--- src/hdl/bce_ram.sv ---
// Generic single-write, single-read RAM with registered read data.
`timescale 1ns / 1ps
module bce_ram #(
	parameter int WIDTH = 32,
	parameter int DEPTH = 16
) (
	input  logic                                   clk,
	input  logic                                   we,
	input  logic [(DEPTH > 1 ? $clog2(DEPTH) : 1)-1:0] waddr,
	input  logic [WIDTH-1:0]                       wdata,
	input  logic [(DEPTH > 1 ? $clog2(DEPTH) : 1)-1:0] raddr,
	output logic [WIDTH-1:0]                       rdata
);
	logic [WIDTH-1:0] mem [DEPTH];

	always_ff @(posedge clk) begin
		if (we) begin
			mem[waddr] <= wdata;
		end
		rdata <= mem[raddr];
	end
endmodule

--- config.mk ---
export PLATFORM = sky130hd
export DESIGN_NAME = bce_ram
export DESIGN_NICKNAME = d
export VERILOG_FILES = /design/src/hdl/bce_ram.sv
export SDC_FILE = /design/constraint.sdc
export NUM_CORES = 1
export LEC_CHECK = 0
export ABC_AREA = 0
export BUFFER_PORTS_ARGS = -buffer_cell sky130_fd_sc_hd__buf_2
export CORE_MARGIN = 5
export CORE_UTILIZATION = 55
export CTS_BUF_LIST = sky130_fd_sc_hd__clkbuf_8
export CTS_CLUSTER_SIZE = 8
export DETAILED_ROUTE_END_ITERATION = 8
export GPL_TIMING_DRIVEN = 0
export PLACE_DENSITY = 0.76
export REMOVE_ABC_BUFFERS = 1
export SLEW_MARGIN = 20
export SYNTH_ARGS = -nofsm -noshare
export SYNTH_HDL_FRONTEND = slang
export SYNTH_SLANG_ARGS = --single-unit
--- constraint.sdc ---
create_clock -name clk -period 4.1 [get_ports clk]
set_input_delay 0.82 -clock clk [delete_from_list [all_inputs] [get_ports clk]]
set_output_delay 0.82 -clock clk [all_outputs]
set_load 0.01 [all_outputs]
==> Word level (Yosys, flattened, before mapping) <==
Memories as Yosys holds them, arrays and structs flattened. A register that Yosys moved wholly into a read port is not among the register bits.
Index checks and enable logic that the tools add are counted.
{ "totals": {"ff_bits": 0, "ramBits": 512, "output_inout_bits": 32, "word_cells": 3, "n_memories": 1} }
{ "memory_table": {"columns": ["name", "depth", "width", "rd", "rd_clocked_by_memory_dff", "wr", "line_no", "rtl"], "rows": [
  ["mem", 16, 32, 1, 1, 1, "14", "logic [WIDTH-1:0] mem [DEPTH];"]
]} }
{ "op_classes": {"mux": 2} }
{ "op_table": {"columns": ["cell", "count"], "rows": [
  ["1-bit 2-to-1 mux", 2]
]} }

==> Logic depth before layout (Yosys ltp) <==
Gate-level depths: netlist (run 1).
{ "logic_depth": {"depth_word": 2, "depth_mapped": 5, "ltp_nobuf": 3} }

==> Worst setup path before layout (run 1) <==
No wires, ideal clock.
{ "synth_timing": {"path_type": "input to register", "from": "in waddr[2] in the netlist's numbering", "to": "mem mem[0][0] (enable)", "setup_ns": 0.461, "arrival_ns": 3.538, "required_time_ns": 3.639, "path_slack_ns": 0.100, "path_stages": 2, "path_cell_list": "or3b_2 -> nor3_1"} }
{ "synth_rtl": {"columns": ["item", "line_no", "rtl"], "rows": [
  ["start: declaration", "9", "input logic [(DEPTH > 1 ? $clog2(DEPTH) : 1)-1:0] waddr,"],
  ["end: declaration", "14", null]
]} }
Straight into the memory's write port.

==> Worst setup path after layout (run 1) <==
{ "layout_timing": {"from": "in waddr[2] in the netlist's numbering", "to": "mem mem[0][5] (enable)"} }
Straight into the memory's write port.

==> summary.txt, run 1 <==
Cell family with most CP delay -> simple AND/OR/NAND/NOR gates
Yosys top cell by area -> edfxtp_1
TritonCTS Buffers -> 83
CP Class -> primary input to flip-flop
Reg2reg start -> mem[0][31]
RSZ-0062 raised after global routing -> false
Worst R2R Path Depth -> 3
Netlist cell types -> 18
Max-slew headroom -> 0.418
Grt ovf -> 0
First-pass GRT wire length -> 59900 µm
Die width -> 200 µm
Row count -> 69
Highest clock rate -> 407 MHz
Leading post-synthesis cells by cell area -> edfxtp_1 (77%), mux4_2 (15%), dfxtp_1 (3.2%)
Initial antenna violation count -> 3
Arrival time worst endpoint -> 2.76 ns
CTS tree -> built
Final worst slack -> 1.64 ns
Die area -> 40000 µm²
Pwr/cell area -> 471 nW/µm²
Layout cells sized above 1 -> 0.343
Buf/Inv on CP -> 3
Peak VDD IR -> 0.331 mV
Fillcell total -> 2247
Sequential share of the synthesized area -> 0.807
Most common cell after layout, fill and taps aside -> edfxtp_1
Vias/cell -> 6.07
Leak Pwr -> 7.66 nW
Worst Max-Slew Pin Slew -> 0.868 ns
Number of cells on the critical path -> 5
Max clock buf depth -> 3
Worst-path clk slew -> 0.06 ns
PostCTS Resize Cnt -> 0
Placement Setup Slack -> 1.09 ns
Tcrit/Tclk final -> 0.599
Yosys Warn Count -> 0
Die Ht -> 200 µm
Initial Util -> 0.558
Max-cap viol count -> 0
Post-CTS setup buffers -> 0
Synth-to-layout area growth -> 16.2%
Core outline area -> 35600 µm²
Hold-fix buffer count after cts -> 0
Placed Area -> 21600 µm²
Reg-to-reg slack, setup -> 2.75 ns
Slowest CP cell -> nor3_2
Nets -> 1039
Largest stage delay on the critical path -> 0.64 ns
Synthesis-stage register bit count -> 544
CP cell instances -> buf_2 -> or3b_2 -> nor3_2 -> buf_4 -> buf_4
Clock sink count -> 544
DRT antenna net count -> 0
Worst clock skew -> 0.0245 ns
Synthesized area -> 19900 µm²
Commonest cells after routing, fill and taps aside -> edfxtp_1 (512), mux4_2 (128), clkbuf_8 (91)
Worst setup path end -> mem[0][5]
Total global-route track usage -> 0.205
TNS Setup -> 0 ns
Gpl congestion -> 0.699
Root Driver -> clkbuf_8
CP most frequent cell -> buf_4
Final Setup Violations -> 0
CTS H-tree lvls -> 3
Pins over their slew limit -> 0
Synth top area share -> 0.774
Final Critical Period -> 2.46 ns
FF-to-FF End -> rdata[31]
Io pins -> 74
Vias -> 9253
Post-route cell area -> 23100 µm²
Critical path origin -> waddr[2]
Number of global-route vias before repair -> 9836
1st-pass router iterations -> 5
Post-Syn Instances -> 838
Worst hold path class -> primary input to flip-flop
Type of origin of the critical path -> primary input
CP Data Required Time -> 4.40 ns
Final hold violations -> 0
Largest net degree at the start of global routing -> 87
Hold slack -> 0.572 ns
Routed wire per std cell -> 26.1 µm
Outcome -> completed
Crit Path Max Fanout -> 8
# port buffers -> 73
HPWL after DPL -> 24100 µm
WL final -> 39800 µm
Setup crit end kind -> flip-flop
Final core occ -> 0.649
Clock Latency Late Sink -> 0.62 ns
Initial DRC count -> 904
Residual DRC -> 0
Mapped Avg Cell Area -> 23.7 µm²
-- cell usage after synthesis --
cell / n
buf_4: 11
a22oi_1: 64
buf_6: 2
nand3b_1: 2
nand3_1: 1
clkbuf_1: 17
edfxtp_1: 512
nor3_1: 4
nor2_1: 13
nor2b_1: 2
buf_2: 4
nand2b_1: 2
mux4_2: 128
or3b_2: 1
dfxtp_1: 32
nand2_1: 33
buf_1: 9
and2_1: 1
-- registers in the layout, indices dropped and copies added (netlist names) --
name	count
mem	512
rdata	32
-- cell families (layout without fill, tap and decap cells) --
family,after synthesis,in the layout,synth area share
AOI/OAI and AO/OA,64,64,0.0242
buffers and inverters,43,268,0.0112
DFF,544,544,0.807
muxes,128,128,0.145
other,0,1,0
and+or+nand+nor,59,59,0.0127
-- where the power goes --
group	internal (mW)	total (mW)	switching (mW)
Sequential	6.22	6.25	0.0339
Clock	2.05	4.03	1.98
Combinational	0.252	0.575	0.324
Total	8.52	10.9	2.34
-- final cells by class --
| type | count | area (µm²) | area share |
|---|---|---|---|
| clock buffer | 91 | 1250 | 0.0543 |
| multi-input combinational | 251 | 3750 | 0.163 |
| tap | 461 | 577 | 0.0250 |
| timing repair buffer | 117 | 1210 | 0.0524 |
| sequential | 544 | 16000 | 0.694 |
| clock inverter | 60 | 270 | 0.0117 |
| antenna | 1 | 2.50 | 0.000108 |
-- stage by stage --
stage / std cells / power (mW)
global placement: 1329 / 6.91
CTS: 1524 / 11.0
floorplan: 795 / 6.62
detailed placement: 1373 / 6.95
finish: 1525 / 10.9
global route: 1525 / 11.3
-- layer usage --
| layer | part of all wire | track usage | vias up | wire length [µm] |
|---|---|---|---|---|
| met4 | 0.026 | 0.0614 | 4 | 1020 |
| li1 | - | - | 3922 | - |
| met3 | 0.076 | 0.0441 | 76 | 3040 |
| met2 | 0.50 | 0.334 | 427 | 20000 |
| met1 | 0.40 | 0.286 | 4824 | 15800 |
| met5 | 0.00053 | 0 | - | 21 |
-- worst min-delay path by stage --
stage,from,end,slack (ns),cells after the start
floorplan,mem[14][0],rdata[0],0.63,3
global placement,mem[14][9],rdata[9],0.65,3
detailed placement,mem[14][19],rdata[19],0.66,3
CTS,wdata[30],mem[4][30],0.52,1
global route,wdata[30],mem[4][30],0.54,1
finish,wdata[30],mem[4][30],0.57,1
No activity file was read; power rests on OpenSTA's default activity.
==> run 2, diff against run 1 <==
PLACE_DENSITY = 0.73   (was 0.76)
clock period = 2.4 ns   (was 4.1 ns; I/O delays follow)
==> summary.txt, run 2 (synthesis gave the netlist of run 1 again) <==
Largest stage delay on the critical path -> 0.54 ns (-0.10 ns)
Initial DRC count -> 839 (-7.2%)
Leak Pwr -> 7.60 nW (-0.77%)
M3 GR Usage -> 0.0359 (-0.00822)
Buf/Inv on CP -> 3 (unchanged)
Fillcell total -> 2295 (+2.1%)
HPWL after DPL -> 23400 µm (-3.0%)
Type of origin of the critical path -> primary input
Tcrit/Tclk final -> 0.850
Io pins -> 74 (unchanged)
Reg-to-reg slack, setup -> 1.05 ns (-1.70 ns)
Final Power -> 18.5 mW (+71%)
Pins over their slew limit -> 0 (unchanged)
Reg2reg start -> mem[10][15]
Final hold violations -> 0 (unchanged)
Worst setup path end -> rdata[12]
Max reg flops -> 512 (unchanged)
Number of cells on the critical path -> 6 (+1)
Critical path origin -> raddr[0]
Initial Util -> 0.558 (unchanged)
Worst Max-Slew Pin Slew -> 0.776 ns (-0.0926 ns)
Vias -> 9057 (-2.1%)
Vias/cell -> 5.95 (-1.9%)
CP Class -> primary input to flip-flop
Post-CTS setup buffers -> 0 (unchanged)
Residual DRC -> 0 (unchanged)
Registers with the most flip-flops -> mem: 512 flops, rdata: 32 flops
Die width -> 200 µm (unchanged)
Largest net degree at the start of global routing -> 90 (+3.4%)
Max-slew headroom -> 0.482 (+0.0637)
Clock Latency Late Sink -> 0.60 ns (-0.02 ns)
TritonCTS Buffers -> 85 (+2.4%)
PostCTS Resize Cnt -> 0 (unchanged)
Outcome -> completed
Peak VDD IR -> 0.359 mV (+8.5%)
CP Data Required Time -> 2.88 ns (-1.52 ns)
Slowest CP cell -> mux4_2
Clock sink count -> 544 (unchanged)
FF-to-FF End -> rdata[15]
Most common cell after layout, fill and taps aside -> edfxtp_1
FF/Latch Area -> 16000 µm² (unchanged)
Placement Setup Slack -> -0.339 ns (-1.43 ns)
DRT antenna net count -> 0 (unchanged)
Final Critical Period -> 2.04 ns
Area of the multi-input gates -> 3750 µm² (unchanged)
Worst R2R Path Depth -> 3 (unchanged)
Row count -> 69 (unchanged)
Highest clock rate -> 490 MHz
Worst hold path class -> primary input to flip-flop
Pwr/cell area -> 809 nW/µm² (+72%)
Grt ovf -> 0 (unchanged)
CTS H-tree lvls -> 3 (unchanged)
TNS Setup -> 0 ns (unchanged)
Final worst slack -> 0.360 ns (-1.28 ns)
Die Ht -> 200 µm (unchanged)
Arrival time worst endpoint -> 2.52 ns (-0.24 ns)
Core outline area -> 35600 µm² (unchanged)
# port buffers -> 73 (unchanged)
Crit Path Max Fanout -> 46 (+38)
Synth-to-layout area growth -> 15.4%
Global route hottest layer -> met2
Worst clock skew -> 0.0221 ns (-0.00249 ns)
Max clock buf depth -> 3 (unchanged)
Layout cells sized above 1 -> 0.343 (about the same)
Largest register by flop count -> mem
Met2 Use GR -> 0.348 (+0.0143)
Max-cap viol count -> 0 (unchanged)
Hold-fix buffer count after cts -> 0 (unchanged)
Commonest cells after routing, fill and taps aside -> edfxtp_1 (512), mux4_2 (128), clkbuf_8 (95)
WL final -> 39200 µm (-1.7%)
M1 GR Usage -> 0.272 (-0.0142)
Hold path start -> wdata[23]
Root Driver -> clkbuf_8
Die area -> 40000 µm² (unchanged)
RSZ-0062 raised after global routing -> false
Routed wire per std cell -> 25.7 µm (-1.5%)
Setup crit end kind -> flip-flop
Gpl congestion -> 0.677 (-3.2%)
Initial antenna violation count -> 2 (-1)
CP most frequent cell -> buf_16
Cell family with most CP delay -> buffers and inverters
Nets -> 1038 (-0.096%)
Worst-path clk slew -> 0.06 ns (about the same)
First-pass GRT wire length -> 59200 µm (-1.1%)
CTS tree -> built
Number of global-route vias before repair -> 9644 (-2.0%)
Final Setup Violations -> 0 (unchanged)
CP cell instances -> buf_8 -> buf_16 -> buf_16 -> mux4_2 -> a22oi_1 -> nand2_1
1st-pass router iterations -> 4 (-1)
Total global-route track usage -> 0.202 (-0.00253)
run 2: cell types whose count changed in the layout (fill, tap and decap cells not counted), moves of 2 or more:
cell | previous run | this run
buf_12 | 4 | 12
inv_6 | 1 | 3
buf_16 | 21 | 9
clkbuf_8 | 91 | 95
buf_4 | 14 | 18
inv_8 | 2 | 0
inv_1 | 48 | 46
clkinvlp_4 | 3 | 1
buf_6 | 4 | 2
run 2: worst min path at each step:
stage	endpoint	slack, ns	depth (start not counted)
4_1_cts	mem[15][8]	0.21	1
3_5_place_dp	rdata[1]	0.66	3
6_report	mem[5][23]	0.25	1
2_1_floorplan	mem[0][0]	0.58	0
3_3_place_gp	rdata[1]	0.64	3
5_1_grt	mem[14][23]	0.23	1
run 2: layout make-up:
class	count	area share
diodes	1	0.000109
clock buffers	95	0.0571
clock inverters	56	0.0101
multi-input cells	251	0.164
flip-flops and latches	544	0.699
well taps	461	0.0252
repair buffers	114	0.0450
run 2: routing by layer:
layer | wire, µm | share of wire
met3 | 2210 | 0.056
met4 | 586 | 0.015
met5 | 19 | 0.00049
met2 | 21000 | 0.54
met1 | 15300 | 0.39
run 2: power by group:
group | total, mW | switching [mW] | internal, mW
Sequential | 10.7 | 0.0549 | 10.6
Combinational | 0.958 | 0.545 | 0.413
Clock | 6.91 | 3.30 | 3.61
run 2: stage by stage:
step           area (µm²)  utilization  instances  hold WS [ns]
6_report            22900        0.644       1522         0.254
3_3_place_gp        20600        0.578       1329         0.644
5_1_grt             22900        0.644       1521         0.228
4_1_cts             22900        0.644       1521         0.213
2_1_floorplan       19600            -        795         0.579
3_5_place_dp        21400        0.601       1370         0.656
==> run 3, diff against run 2 <==
PLACE_DENSITY = 0.76   (was 0.73)
clock period = 1.8 ns   (was 2.4 ns; I/O delays follow)
==> summary.txt, run 3 (synthesis gave the netlist of run 1 again) <==
Residual DRC -> 0 (unchanged)
Worst Max-Slew Pin Slew -> 0.813 ns (+0.0371 ns)
Reg-to-reg slack, setup -> 0.46 ns (-0.59 ns)
Switching share of total power -> 0.215 (+0.00501)
Hold Path End -> mem[11][12]
Max-slew headroom -> 0.457 (-0.0248)
Max-cap viol count -> 0 (unchanged)
Core outline area -> 35600 µm² (unchanged)
Arrival time worst endpoint -> 2.07 ns (-0.45 ns)
Clock power frac -> 0.371 (-0.002)
Area of the multi-input gates -> 3760 µm² (+0.33%)
Row count -> 69 (unchanged)
P_int -> 19.4 mW (+32%)
Worst clock skew -> 0.0227 ns (+0.000697 ns)
Outcome -> completed
Die area -> 40000 µm² (unchanged)
M1 GR Usage -> 0.287 (+0.0150)
Max reg flops -> 512 (unchanged)
Max clock buf depth -> 3 (unchanged)
Crit Path Max Fanout -> 8 (-83%)
HPWL after DPL -> 24100 µm (+3.1%)
Met2 Use GR -> 0.334 (-0.0142)
Initial antenna violation count -> 3 (+1)
Highest clock rate -> 564 MHz
Clock sink count -> 544 (unchanged)
Peak VDD IR -> 0.754 mV (+110%)
Vias -> 9234 (+2.0%)
Final Setup Violations -> 0 (unchanged)
CP Class -> primary input to flip-flop
Io pins -> 74 (unchanged)
Final Power -> 24.7 mW (+33%)
Post-CTS setup buffers -> 0 (unchanged)
Synth-to-layout area growth -> 16.3%
Vias/cell -> 6.06 (+1.8%)
Final Critical Period -> 1.77 ns
Cell family with most CP delay -> simple AND/OR/NAND/NOR gates
CTS H-tree lvls -> 3 (unchanged)
Setup crit end kind -> flip-flop
Type of origin of the critical path -> primary input
Clock Latency Late Sink -> 0.61 ns (about the same)
Pins over their slew limit -> 0 (unchanged)
FF-to-FF End -> rdata[31]
Number of global-route vias before repair -> 9837 (+2.0%)
Placement Setup Slack -> -0.751 ns (-0.412 ns)
1st-pass router iterations -> 5 (+1)
Buf/Inv on CP -> 3 (unchanged)
Total global-route track usage -> 0.205 (+0.00265)
Registers with the most flip-flops -> mem: 512 flops, rdata: 32 flops
RSZ-0062 raised after global routing -> false
Global route hottest layer -> met2
CP cell instances -> buf_2 -> or3b_2 -> nor3_4 -> buf_4 -> buf_4
Most common cell after layout, fill and taps aside -> edfxtp_1
Initial DRC count -> 916 (+9.2%)
M3 GR Usage -> 0.0436 (+0.00772)
Die Ht -> 200 µm (unchanged)
Slowest CP cell -> or3b_2
Die width -> 200 µm (unchanged)
CP Data Required Time -> 2.10 ns (-0.78 ns)
Hold-fix buffer count after cts -> 0 (unchanged)
Pwr/cell area -> 1070 nW/µm² (+32%)
TNS Setup -> 0 ns (unchanged)
Largest stage delay on the critical path -> 0.60 ns (+0.06 ns)
Part of the power in registers -> 0.576 (about the same)
Final worst slack -> 0.0279 ns (-0.333 ns)
Commonest cells after routing, fill and taps aside -> edfxtp_1 (512), mux4_2 (128), clkbuf_8 (91)
Hold path start -> wdata[12]
# port buffers -> 73 (unchanged)
CTS tree -> built
TritonCTS Buffers -> 83 (-2.4%)
Worst R2R Path Depth -> 3 (unchanged)
Psw -> 5.32 mW (+36%)
Reg2reg start -> mem[0][31]
Routed wire per std cell -> 26.1 µm (+1.3%)
DRT antenna net count -> 0 (unchanged)
Gpl congestion -> 0.699 (+3.3%)
FF/Latch Area -> 16000 µm² (unchanged)
First-pass GRT wire length -> 59900 µm (+1.2%)
Post-route cell area -> 23100 µm² (+0.76%)
Root Driver -> clkbuf_8
Fillcell total -> 2245 (-2.2%)
WL final -> 39700 µm (+1.5%)
PostCTS Resize Cnt -> 2 (+2)
Worst hold path class -> primary input to flip-flop
Grt ovf -> 0 (unchanged)
Initial Util -> 0.558 (unchanged)
Worst-path clk slew -> 0.06 ns (about the same)
Nets -> 1039 (+0.096%)
Final core occ -> 0.649 (+0.00489)
Tcrit/Tclk final -> 0.984
Leak Pwr -> 7.67 nW (+0.85%)
Largest register by flop count -> mem
Placed Area -> 21600 µm² (+0.83%)
Comb power frac -> 0.053 (about the same)
Hold Path Depth -> 1 (unchanged)
Largest net degree at the start of global routing -> 87 (-3.3%)
CP most frequent cell -> buf_4
Final hold violations -> 0 (unchanged)
Layout cells sized above 1 -> 0.343 (about the same)
==> run 3: changes by cell type in the layout (fill, tap and decap cells not counted), moves of 2 or more <==
cell | previous run | this run
buf_16 | 9 | 21
buf_12 | 12 | 4
buf_6 | 2 | 4
inv_1 | 46 | 48
nor3_2 | 4 | 2
inv_6 | 3 | 1
clkinvlp_4 | 1 | 3
clkbuf_8 | 95 | 91
buf_4 | 18 | 14
nor3_4 | 0 | 2
inv_8 | 0 | 2
==> run 3: per-layer routing <==
metal | vias up | part of all wire
li1 | 3921 | -
met1 | 4830 | 0.40
met2 | 410 | 0.51
met3 | 69 | 0.073
met4 | 4 | 0.023
met5 | - | 0.00053
==> run 3: power groups by stage <==
| stage | Combinational [mW] | Sequential (mW) | Clock [mW] |
|---|---|---|---|
| finish | 1.31 | 14.2 | 9.18 |
| global route | 1.41 | 14.3 | 10.0 |
| CTS | 1.33 | 14.2 | 9.39 |
| detailed placement | 1.32 | 14.5 | 0 |
| global placement | 1.23 | 14.5 | 0 |
| floorplan | 0.545 | 14.5 | 0 |
==> run 3: worst max-delay path by stage <==
| stage | startpoint | endpoint | slack [ns] | depth (start not counted) |
|---|---|---|---|---|
| 6_report | waddr[2] | mem[0][5] | 0.03 | 5 |
| 5_1_grt | waddr[2] | mem[0][5] | 0.04 | 5 |
| 4_1_cts | waddr[2] | mem[0][5] | 0.04 | 5 |
| 3_5_place_dp | waddr[2] | mem[0][14] | -0.75 | 5 |
| 3_3_place_gp | we | mem[12][10] | -4.35 | 3 |
| 2_1_floorplan | waddr[2] | mem[0][0] | -1.74 | 2 |
==> run 3: final cells by class <==
class,instances,share of cell area
sequential,544,0.694
multi-input combinational,251,0.163
clock buffer,91,0.0542
timing repair buffer,117,0.0523
tap,461,0.0250
clock inverter,60,0.0117
antenna,1,0.000108
==> run 3: through the flow <==
stage               hold WS [ns]  std cells
detailed placement         0.662       1373
finish                     0.114       1525
floorplan                  0.459        795
global route              0.0774       1525
CTS                       0.0588       1524
global placement           0.654       1329
